**src/sv/lpt_pkg.sv**
```systemverilog
package lpt_pkg;

    localparam int unsigned APB_ADDR_BITS     = 3;
    localparam int unsigned WORKER_COUNT_BITS = 5;
    localparam int unsigned OWN_WORKER_BITS   = 4;

    localparam logic [WORKER_COUNT_BITS-1:0] WORKER_COUNT_RESET = 5'd1;
    localparam logic [OWN_WORKER_BITS-1:0]   OWN_WORKER_RESET   = 4'd0;

    // register select, taken from paddr[2]
    localparam logic REG_WORKER_COUNT = 1'b0;
    localparam logic REG_OWN_WORKER   = 1'b1;

    typedef struct packed {
        logic [15:0] job_weight;
        logic        last_job;
    } t_in_item;

    typedef struct packed {
        logic [5:0] job_index;
        logic [3:0] worker;
        logic       keep;
        logic       overflow;
        logic       last_result;
    } t_out_item;

    typedef struct packed {
        logic ins;
        logic shift;
    } t_cell_ctrl;

    typedef struct packed {
        logic start;
        logic commit;
        logic clear;
    } t_load_ctrl;

    typedef enum logic {
        S_IDLE,
        S_ASSIGN
    } t_state;

endpackage

```
**src/sv/lpt_cell.sv**
```systemverilog
module lpt_cell import lpt_pkg::*; #(
    parameter int unsigned IDX = 0,
    parameter int unsigned WB  = 16,
    parameter int unsigned XW  = 6,
    parameter int unsigned CW  = 7
) (
    input  logic          i_clk,
    input  t_cell_ctrl    i_ctrl,
    input  logic [CW-1:0] i_count,
    input  logic [WB-1:0] i_new_w,
    input  logic [XW-1:0] i_new_idx,
    input  logic          i_left_keep,
    input  logic [WB-1:0] i_left_w,
    input  logic [XW-1:0] i_left_idx,
    input  logic [WB-1:0] i_right_w,
    input  logic [XW-1:0] i_right_idx,
    output logic          o_keep,
    output logic [WB-1:0] o_w,
    output logic [XW-1:0] o_idx
);

    logic [WB-1:0] r_w;
    logic [XW-1:0] r_idx;
    logic          w_live;

    assign w_live = CW'(IDX) < i_count;
    // equal weights stay ahead of the newcomer, which keeps the order stable
    assign o_keep = w_live && (r_w >= i_new_w);
    assign o_w    = r_w;
    assign o_idx  = r_idx;

    always_ff @(posedge i_clk) begin
        if (i_ctrl.ins) begin
            if (!o_keep) begin
                if (i_left_keep) begin
                    r_w   <= i_new_w;
                    r_idx <= i_new_idx;
                end else begin
                    r_w   <= i_left_w;
                    r_idx <= i_left_idx;
                end
            end
        end else if (i_ctrl.shift) begin
            r_w   <= i_right_w;
            r_idx <= i_right_idx;
        end
    end

endmodule

```
**src/sv/lpt_load_scan.sv**
```systemverilog
module lpt_load_scan import lpt_pkg::*; #(
    parameter int unsigned MAX_WORKERS = 16,
    parameter int unsigned WB          = 16,
    parameter int unsigned LW          = 22,
    localparam int unsigned WI = (MAX_WORKERS > 1) ? $clog2(MAX_WORKERS) : 1,
    localparam int unsigned NW = $clog2(MAX_WORKERS + 1)
) (
    input  logic                   i_clk,
    input  logic                   i_rst_n,
    input  t_load_ctrl             i_ctrl,
    input  logic [NW-1:0]          i_n,
    input  logic [WB-1:0]          i_weight,
    output logic                   o_done,
    output logic [WI-1:0]          o_best
);

    logic [LW-1:0]          r_mem [MAX_WORKERS];
    logic [MAX_WORKERS-1:0] r_valid;
    logic [WI-1:0]          r_addr;
    logic [WI-1:0]          r_rd_idx;
    logic                   r_issue;
    logic                   r_rd_vld;
    logic                   r_done;
    logic                   r_have;
    logic [WI-1:0]          r_best;
    logic [LW-1:0]          r_best_load;
    logic [LW-1:0]          r_rdata;
    logic                   r_rbit;

    logic [NW-1:0]          w_last_full;
    logic [WI-1:0]          w_last;
    logic [LW-1:0]          w_load;
    logic [LW-1:0]          w_sum;

    assign w_last_full = i_n - NW'(1);
    assign w_last      = w_last_full[WI-1:0];
    // a load never written since the set began reads as zero
    assign w_load      = r_rbit ? r_rdata : '0;
    assign w_sum       = r_best_load + LW'(i_weight);
    assign o_done      = r_done;
    assign o_best      = r_best;

    always_ff @(posedge i_clk) begin
        if (r_issue) begin
            r_rdata <= r_mem[r_addr];
            r_rbit  <= r_valid[r_addr];
        end
        if (i_ctrl.commit) begin
            r_mem[r_best] <= w_sum;
        end
    end

    always_ff @(posedge i_clk) begin
        if (!i_rst_n) begin
            r_valid  <= '0;
            r_issue  <= 1'b0;
            r_rd_vld <= 1'b0;
            r_done   <= 1'b0;
            r_have   <= 1'b0;
        end else begin
            if (i_ctrl.clear) begin
                r_valid <= '0;
            end else if (i_ctrl.commit) begin
                r_valid[r_best] <= 1'b1;
            end
            if (i_ctrl.commit) begin
                r_done <= 1'b0;
            end

            if (i_ctrl.start) begin
                r_addr  <= '0;
                r_issue <= 1'b1;
                r_have  <= 1'b0;
            end else if (r_issue) begin
                if (r_addr == w_last) begin
                    r_issue <= 1'b0;
                end else begin
                    r_addr <= r_addr + WI'(1);
                end
            end

            r_rd_vld <= r_issue;
            r_rd_idx <= r_addr;

            // strict less-than keeps the lowest index on a tie
            if (r_rd_vld) begin
                if (!r_have || (w_load < r_best_load)) begin
                    r_best      <= r_rd_idx;
                    r_best_load <= w_load;
                end
                r_have <= 1'b1;
                if (r_rd_idx == w_last) begin
                    r_done <= 1'b1;
                end
            end
        end
    end

`ifndef ASSERT_OFF
    a_done_not_scanning: assert property (@(posedge i_clk) disable iff (!i_rst_n)
        r_done |-> !r_issue && !r_rd_vld)
        else $error("load scan reports done while still reading");

    a_start_when_free: assert property (@(posedge i_clk) disable iff (!i_rst_n)
        i_ctrl.start |-> !r_issue && !r_rd_vld)
        else $error("load scan started during a scan");

    a_best_in_range: assert property (@(posedge i_clk) disable iff (!i_rst_n)
        r_done |-> (NW'(r_best) < i_n))
        else $error("chosen worker beyond worker count");
`endif

endmodule

```
**src/sv/lpt_greedy_job_partitioner_top.sv**
```systemverilog
// a job not marked last is stored when accepted, or dropped once the cells are full;
// ready stays high while idle; after the last item, each job waits for the least-load
// scan over the effective worker count, reading one worker load per cycle from the
// load memory; the first scan starts when the last item is accepted
// reset is synchronous: counters, flags, state and the load valid flags clear at once;
// there is no clearing pass and the job cells hold no reset value
module lpt_greedy_job_partitioner_top import lpt_pkg::*; #(
    parameter int unsigned MAX_JOBS    = 64,
    parameter int unsigned MAX_WORKERS = 16,
    parameter int unsigned WEIGHT_BITS = 16
) (
    input  logic                     i_clk,
    input  logic                     i_rst_n,
    input  logic                     i_in_valid,
    output logic                     o_in_ready,
    input  t_in_item                 i_in_item,
    output logic                     o_out_valid,
    input  logic                     i_out_ready,
    output t_out_item                o_out_item,
    input  logic                     psel,
    input  logic                     penable,
    input  logic                     pwrite,
    input  logic [APB_ADDR_BITS-1:0] paddr,
    input  logic [31:0]              pwdata,
    output logic [31:0]              prdata,
    output logic                     pready
);

    localparam int unsigned XW = $clog2(MAX_JOBS);
    localparam int unsigned CW = $clog2(MAX_JOBS + 1);
    localparam int unsigned WI = (MAX_WORKERS > 1) ? $clog2(MAX_WORKERS) : 1;
    localparam int unsigned NW = $clog2(MAX_WORKERS + 1);
    localparam int unsigned LW = WEIGHT_BITS + $clog2(MAX_JOBS);
    localparam int unsigned KW = (WI > OWN_WORKER_BITS) ? WI : OWN_WORKER_BITS;

    t_state                       r_state;
    t_state                       n_state;
    logic [CW-1:0]                r_count;
    logic                         r_dropped;
    logic [WORKER_COUNT_BITS-1:0] r_worker_count;
    logic [OWN_WORKER_BITS-1:0]   r_own_worker;
    logic                         r_out_valid;
    t_out_item                    r_out_item;

    logic                         w_accept;
    logic                         w_full;
    logic                         w_space;
    logic                         w_commit;
    logic                         w_final;
    logic                         w_wr;
    logic [NW-1:0]                w_n;
    logic [WEIGHT_BITS-1:0]       w_new_w;
    logic [XW-1:0]                w_new_idx;
    logic                         w_done;
    logic [WI-1:0]                w_best;
    t_cell_ctrl                   w_cell_ctrl;
    t_load_ctrl                   w_load_ctrl;

    logic [WEIGHT_BITS-1:0]       w_cw [MAX_JOBS];
    logic [XW-1:0]                w_cidx [MAX_JOBS];
    logic                         w_ckeep [MAX_JOBS];

    assign pready      = 1'b1;
    assign w_wr        = psel && penable && pwrite;
    assign o_out_valid = r_out_valid;
    assign o_out_item  = r_out_item;

    assign w_new_w   = WEIGHT_BITS'(i_in_item.job_weight);
    assign w_new_idx = r_count[XW-1:0];
    assign w_full    = (r_count == CW'(MAX_JOBS));
    assign w_space   = !r_out_valid || i_out_ready;

    // worker count zero acts as one, above the array size it saturates
    always_comb begin
        if (r_worker_count == '0) begin
            w_n = NW'(1);
        end else if (32'(r_worker_count) > MAX_WORKERS) begin
            w_n = NW'(MAX_WORKERS);
        end else begin
            w_n = NW'(r_worker_count);
        end
    end

    always_comb begin
        unique case (paddr[2])
            REG_WORKER_COUNT: prdata = 32'(r_worker_count);
            REG_OWN_WORKER:   prdata = 32'(r_own_worker);
            default:          prdata = '0;
        endcase
    end

    always_comb begin
        n_state = r_state;
        unique case (r_state)
            S_IDLE: begin
                if (w_accept && i_in_item.last_job) begin
                    n_state = S_ASSIGN;
                end
            end
            S_ASSIGN: begin
                if (w_final) begin
                    n_state = S_IDLE;
                end
            end
            default: n_state = S_IDLE;
        endcase
    end

    always_comb begin
        o_in_ready         = (r_state == S_IDLE);
        w_accept           = i_in_valid && o_in_ready;
        w_commit           = (r_state == S_ASSIGN) && w_done && w_space;
        w_final            = w_commit && (r_count == CW'(1));
        w_cell_ctrl.ins    = w_accept && !w_full;
        w_cell_ctrl.shift  = w_commit;
        w_load_ctrl.start  = (w_accept && i_in_item.last_job) || (w_commit && !w_final);
        w_load_ctrl.commit = w_commit;
        w_load_ctrl.clear  = w_final;
    end

    always_ff @(posedge i_clk) begin
        if (!i_rst_n) begin
            r_state        <= S_IDLE;
            r_count        <= '0;
            r_dropped      <= 1'b0;
            r_worker_count <= WORKER_COUNT_RESET;
            r_own_worker   <= OWN_WORKER_RESET;
            r_out_valid    <= 1'b0;
        end else begin
            r_state <= n_state;
            if (w_cell_ctrl.ins) begin
                r_count <= r_count + CW'(1);
            end else if (w_commit) begin
                r_count <= r_count - CW'(1);
            end
            if (w_final) begin
                r_dropped <= 1'b0;
            end else if (w_accept && w_full) begin
                r_dropped <= 1'b1;
            end
            if (w_wr) begin
                unique case (paddr[2])
                    REG_WORKER_COUNT: r_worker_count <= pwdata[WORKER_COUNT_BITS-1:0];
                    REG_OWN_WORKER:   r_own_worker   <= pwdata[OWN_WORKER_BITS-1:0];
                    default:          ;
                endcase
            end
            if (w_commit) begin
                r_out_valid <= 1'b1;
            end else if (i_out_ready) begin
                r_out_valid <= 1'b0;
            end
        end
    end

    // head cell holds the heaviest job still waiting
    always_ff @(posedge i_clk) begin
        if (w_commit) begin
            r_out_item.job_index   <= 6'(w_cidx[0]);
            r_out_item.worker      <= 4'(w_best);
            r_out_item.keep        <= (KW'(w_best) == KW'(r_own_worker));
            r_out_item.overflow    <= r_dropped;
            r_out_item.last_result <= (r_count == CW'(1));
        end
    end

    for (genvar g = 0; g < MAX_JOBS; g++) begin : g_cell
        logic                   w_lkeep;
        logic [WEIGHT_BITS-1:0] w_lw;
        logic [XW-1:0]          w_lidx;
        logic [WEIGHT_BITS-1:0] w_rw;
        logic [XW-1:0]          w_ridx;

        if (g == 0) begin : g_head
            assign w_lkeep = 1'b1;
            assign w_lw    = w_new_w;
            assign w_lidx  = w_new_idx;
        end else begin : g_body
            assign w_lkeep = w_ckeep[g-1];
            assign w_lw    = w_cw[g-1];
            assign w_lidx  = w_cidx[g-1];
        end

        if (g == MAX_JOBS - 1) begin : g_tail
            assign w_rw   = w_cw[g];
            assign w_ridx = w_cidx[g];
        end else begin : g_next
            assign w_rw   = w_cw[g+1];
            assign w_ridx = w_cidx[g+1];
        end

        lpt_cell #(
            .IDX (g),
            .WB  (WEIGHT_BITS),
            .XW  (XW),
            .CW  (CW)
        ) u_cell (
            .i_clk       (i_clk),
            .i_ctrl      (w_cell_ctrl),
            .i_count     (r_count),
            .i_new_w     (w_new_w),
            .i_new_idx   (w_new_idx),
            .i_left_keep (w_lkeep),
            .i_left_w    (w_lw),
            .i_left_idx  (w_lidx),
            .i_right_w   (w_rw),
            .i_right_idx (w_ridx),
            .o_keep      (w_ckeep[g]),
            .o_w         (w_cw[g]),
            .o_idx       (w_cidx[g])
        );
    end

    lpt_load_scan #(
        .MAX_WORKERS (MAX_WORKERS),
        .WB          (WEIGHT_BITS),
        .LW          (LW)
    ) u_load_scan (
        .i_clk    (i_clk),
        .i_rst_n  (i_rst_n),
        .i_ctrl   (w_load_ctrl),
        .i_n      (w_n),
        .i_weight (w_cw[0]),
        .o_done   (w_done),
        .o_best   (w_best)
    );

`ifndef ASSERT_OFF
    a_assign_has_jobs: assert property (@(posedge i_clk) disable iff (!i_rst_n)
        (r_state == S_ASSIGN) |-> (r_count != '0))
        else $error("assignment running with no stored jobs");

    a_set_cleared: assert property (@(posedge i_clk) disable iff (!i_rst_n)
        w_final |=> (r_state == S_IDLE) && (r_count == '0) && !r_dropped)
        else $error("set state not cleared after final item");

    a_count_bound: assert property (@(posedge i_clk) disable iff (!i_rst_n)
        r_count <= CW'(MAX_JOBS))
        else $error("job count beyond capacity");

    a_commit_lands: assert property (@(posedge i_clk) disable iff (!i_rst_n)
        w_commit |=> r_out_valid && (r_out_item.last_result == $past(w_final)))
        else $error("assigned item not registered at output");
`endif

endmodule
```
**config.mk**
```make
export PLATFORM = sky130hd
export DESIGN_NAME = lpt_greedy_job_partitioner_top
export DESIGN_NICKNAME = d
export VERILOG_FILES = /design/src/sv/lpt_pkg.sv /design/src/sv/lpt_cell.sv /design/src/sv/lpt_load_scan.sv /design/src/sv/lpt_greedy_job_partitioner_top.sv
export SDC_FILE = /design/constraint.sdc
export NUM_CORES = 2
export LEC_CHECK = 0
export BUFFER_PORTS_ARGS = -buffer_cell sky130_fd_sc_hd__buf_2
export CAP_MARGIN = 10
export CORE_MARGIN = 4
export CORE_UTILIZATION = 45
export CTS_BUF_LIST = sky130_fd_sc_hd__clkbuf_4 sky130_fd_sc_hd__clkbuf_8
export DETAILED_ROUTE_END_ITERATION = 8
export SLEW_MARGIN = 5
export SYNTH_ARGS = -nofsm -noshare
export SYNTH_HDL_FRONTEND = slang
export SYNTH_SLANG_ARGS = --single-unit
```
**constraint.sdc**
```tcl
create_clock -name i_clk -period 15.95 [get_ports i_clk]
set_clock_uncertainty 0.05 [all_clocks]
set_input_delay 1.595 -clock i_clk [delete_from_list [all_inputs] [get_ports i_clk]]
set_output_delay 1.595 -clock i_clk [all_outputs]
set_load 0.05 [all_outputs]
```
==> qor_table.md <==
| Item | This run |
|:---|:---|
| Fraction of final layout cells with drive strength greater than 1 | 11.3% |
| Post-Synthesis Cell Area | 111000 µm² |
| Clk pin slew, worst setup/hold paths | 0.06 ns |
| Cell count after synthesis | 9961 |
| Post-cts sizing count | 0 |
| Static leakage | 45.0 nW |
| Met3 global-route usage | 6.81% |
| Clock tree from TritonCTS | yes |
| Core Footprint | 246000 µm² |
| Ordered cell list for the critical path | inv_1, ha_1, nand2_1, o41ai_4, buf_4, buf_4, buf_4, buf_12, a21oi_1, or2_2 |
| GR Overflow Total | 0 |
| Placed wire-length estimate after detailed placement | 249000 µm |
| Total global routing track utilization | 28.4% |
| Top cell by count, worst path | buf_4 |
| Share of the synthesized netlist area taken by xor and xnor gates | 0.283% |
| Clock buffer count from CTS | 344 |
| Hold Buf Count CTS | 0 |
| Clk Latency, worst-skew pair | 1.12 ns |
| CTS sink count | 1869 |
| Max-Cap Viols | 0 |
| Area added between synthesis and finish | 8.91% |
| Startpoint of the worst setup timing path | r_count[1]$_SDFFE_PN0P_ |
| Power density over the cells | 110 nW/µm² |
| Required arrival time at the worst endpoint | 16.60 ns |
| Synthesized area divided by synthesized cell count | 11.2 µm² |
| Met1 routing resource usage after global routing | 40.9% |
| Actual slew at the worst max-slew pin | 1.25 ns |
| Type of the most critical hold path | flop to flop |
| Effective utilization at floorplan | 45.2% |
| Per-cell via count in the routed design | 6.47 |
| Vias in the first global route | 84000 |
| Area fraction of the dominant cell type after synthesis | 49.4% |
| Share of the yosys chip area belonging to registers | 50.1% |
| Number of distinct library cells after synthesis | 97 |
| Mean routed wirelength per cell | 28.0 µm |
| Pin count of the biggest net entering global routing | 232 |
| Cell at the slowest stage of the critical path | buf_4 |
| Number of hold violations in the final report | 0 |
| Antenna violations before repair | 12 |
| Fraction of synthesized area in multiplexers | 6.64% |
| Fill cell instance count of the final layout | 22200 |
| Dominant cell type by area after synthesis | edfxtp_1 |
| Startpoint of the most critical register-to-register path | r_count[1]$_SDFFE_PN0P_ |
| Die span in x | 505 µm |
| Crit path capture type | flop |
| Max Transition Viols Final | 0 |
| Post-synthesis share of cell area spent on full adders, half adders and majority gates | 12.0% |
| Maximum VDD drop | 0.0000967 V |
| Count of vias placed by the detailed router | 86500 |
| RSZ-0062 raised after global routing | no |
| Max stage delay on crit path | 0.85 ns |
| Area of all placed cells without fillers | 121000 µm² |
| Dominant cells by area after synthesis | edfxtp_1, ha_1, nand2_1, mux2i_1, o211ai_1 |
| Iteration count of the initial detailed-routing pass | 7 |
| Iteration-0 DRC count of the detailed router | 11300 |
| Setup Viol. Count Final | 0 |
| Buffer levels on the longest clock path | 4 |
| Worst Setup Start Kind | flop |
| Vertical die dimension | 505 µm |
| Number of warnings printed during yosys synthesis | 0 |
| Largest family of logic cells by synthesized area | compound AO/OA/AOI/OAI gates |
| Final weighted congestion of routability-driven global placement | 0.913 |
| Setup tns final | 0 ns |
| Instance area after placement | 115000 µm² |
| Count of flip-flops with a built-in enable after synthesis | 1830 |
| Prevailing post-synth register cell | edfxtp_1 |
| Crit path kind | flop to flop |
| Crit-path max FO | 231 |
| Critical Path AT | 6.70 ns |
| Net count of the finished layout | 11000 |
| Row Count | 182 |
| Synthesized flop and latch total | 1869 |
| Synthesized-area fraction occupied by ao, oa, aoi and oai cells | 15.9% |
| Slew Limit Headroom | 16.2% |
| Asr flop ratio synth | 0% |
| I/O pins | 107 |
| Cell at the root of the clock tree | clkbuf_8 |
| H-tree lvl count | 5 |
| Setup repair bufs after CTS | 0 |
| Global-route track usage on met2 | 41.5% |
| Hold path startpoint | r_dropped$_SDFFE_PP0P_ |
| Port Buffers | 49 |
| Antenna-violating nets left | 0 |
| Total wire length | 375000 µm |
| Post-synthesis simple-gate area fraction | 11.6% |
| Time the worst path needs with I/O delays and setup | 6.05 ns |
| First-pass GRT wire length | 554000 µm |
| Number of DRC violations after detailed routing | 0 |
| Highest clock rate | 165 MHz |
| Post-route clock period utilization | 37.9% |
| Outcome | finished, final reports clean |
| GR peak layer | met2 |
| Die Area | 255000 µm² |
==> cell usage after synthesis (all sizes together) (9+ instances only) <==
library cell,count
nor3,94
nor4,15
nand3,603
mux4,115
edfxtp,1830
and4,16
or2,28
mux2,26
a21boi,9
o22ai,16
a221o,206
or4,20
xnor2,24
nand4,69
a21oi,430
nor2b,36
nand2b,60
o21a,87
and3,11
o21ai,716
o221ai,37
or3,17
a211o,23
a221oi,38
o211ai,568
inv,130
clkbuf,342
dfxtp,39
a22oi,40
nand2,1364
a21o,134
nor2,503
nor3b,11
o21bai,24
o311ai,35
buf,394
a22o,43
a2111oi,29
a211oi,77
mux2i,443
a31oi,47
ha,1067
xor2,12
o2111ai,14
and2,70
==> final cells by class <==
cell class	count	area, µm²	share of cell area [%]
sequential	1869	55700	46.0
clock inverter	140	800	0.660
multi-input combinational	7252	52200	43.1
clock buffer	455	5610	4.63
antenna	6	15.0	0.0124
tap	3220	4030	3.32
timing repair buffer	295	2290	1.89
inverter	130	527	0.435
==> metal layers <==
layer	part of all wire, %	wire length [µm]
met5	0.024	90
met4	4.0	15000
met3	11	40400
met2	42	159000
met1	43	160000
==> through the flow <==
step           util, %  hold slack [ns]  worst slack [ns]  power [mW]  cells
2_1_floorplan        -            0.359              8.89        7.95   9987
3_3_place_gp      46.6            0.371              9.22        8.72  12800
3_5_place_dp      46.6            0.383              9.19        8.82  12800
4_1_cts           49.2            0.391             10.02        13.3  13300
5_1_grt           49.3            0.411              9.58        13.9  13400
6_report          49.3            0.402              9.90        13.3  13400
==> flip-flops by register name (all words and copies together) (netlist names) <==
name / flops
u_load_scan.o_done: 1
u_load_scan.r_rdata: 22
u_load_scan.r_have: 1
u_load_scan.r_issue: 1
r_own_worker: 4
g_cell.u_cell.o_idx: 384
u_load_scan.r_mem: 352
u_load_scan.r_rd_idx: 4
g_cell.u_cell.o_w: 1024
u_load_scan.o_best: 4
r_dropped: 1
r_worker_count: 5
r_count: 7
u_load_scan.r_rd_vld: 1
r_state: 1
u_load_scan.r_best_load: 22
o_out_valid: 1
o_out_item: 13
u_load_scan.r_valid: 16
u_load_scan.r_rbit: 1
u_load_scan.r_addr: 4
==> worst paths after layout <==
path / endpoint / slack [ns] / cells past startpoint
worst min register to register: o_out_item[1]$_DFFE_PP_ / 0.40 / 0
worst max-delay path: g_cell[31].u_cell.o_w[2]$_DFFE_PP_ / 9.90 / 10
worst min-delay path: o_out_item[1]$_DFFE_PP_ / 0.40 / 0
worst max register to register: g_cell[31].u_cell.o_w[2]$_DFFE_PP_ / 9.90 / 10
==> worst max-delay path: cells and delay by family, from the launching register on <==
kind            cells  cell delay, ns
compound gates      2            0.57
buf+inv             5            3.54
fa+ha+maj           1            0.27
flops               1            0.31
simple gates        2            0.77
==> logic make-up (layout without fill, tap and decap cells) <==
| group | after synthesis | after routing |
|---|---|---|
| buffers and inverters | 866 | 1020 |
| and+or+nand+nor | 2923 | 2923 |
| AOI/OAI and AO/OA | 2613 | 2613 |
| DFF | 1869 | 1869 |
| muxes | 584 | 584 |
| xor gates and xnor gates | 36 | 36 |
| other | 2 | 34 |
| adders and majority gates | 1068 | 1068 |
==> power breakdown <==
group	total, mW	switching [mW]	internal, mW
clock network	4.51	2.12	2.39
registers	6.47	0.418	6.05
logic	2.32	1.48	0.840
total	13.3	4.02	9.28
==> cell usage in the layout (no fill, tap or decap), types with 104 or more instances in the layout <==
cell and instances:
a21o_1 133, a21oi_1 417, a221o_1 206, buf_4 230, clkbuf_4 104, clkbuf_8 351, edfxtp_1 1830, ha_1 1067
inv_1 112, mux2i_1 443, mux4_2 115, nand2_1 1341, nand3_1 601, nor2_1 475, o211ai_1 568, o21ai_0 658
Note: power is estimated with default switching activity, not from simulation.
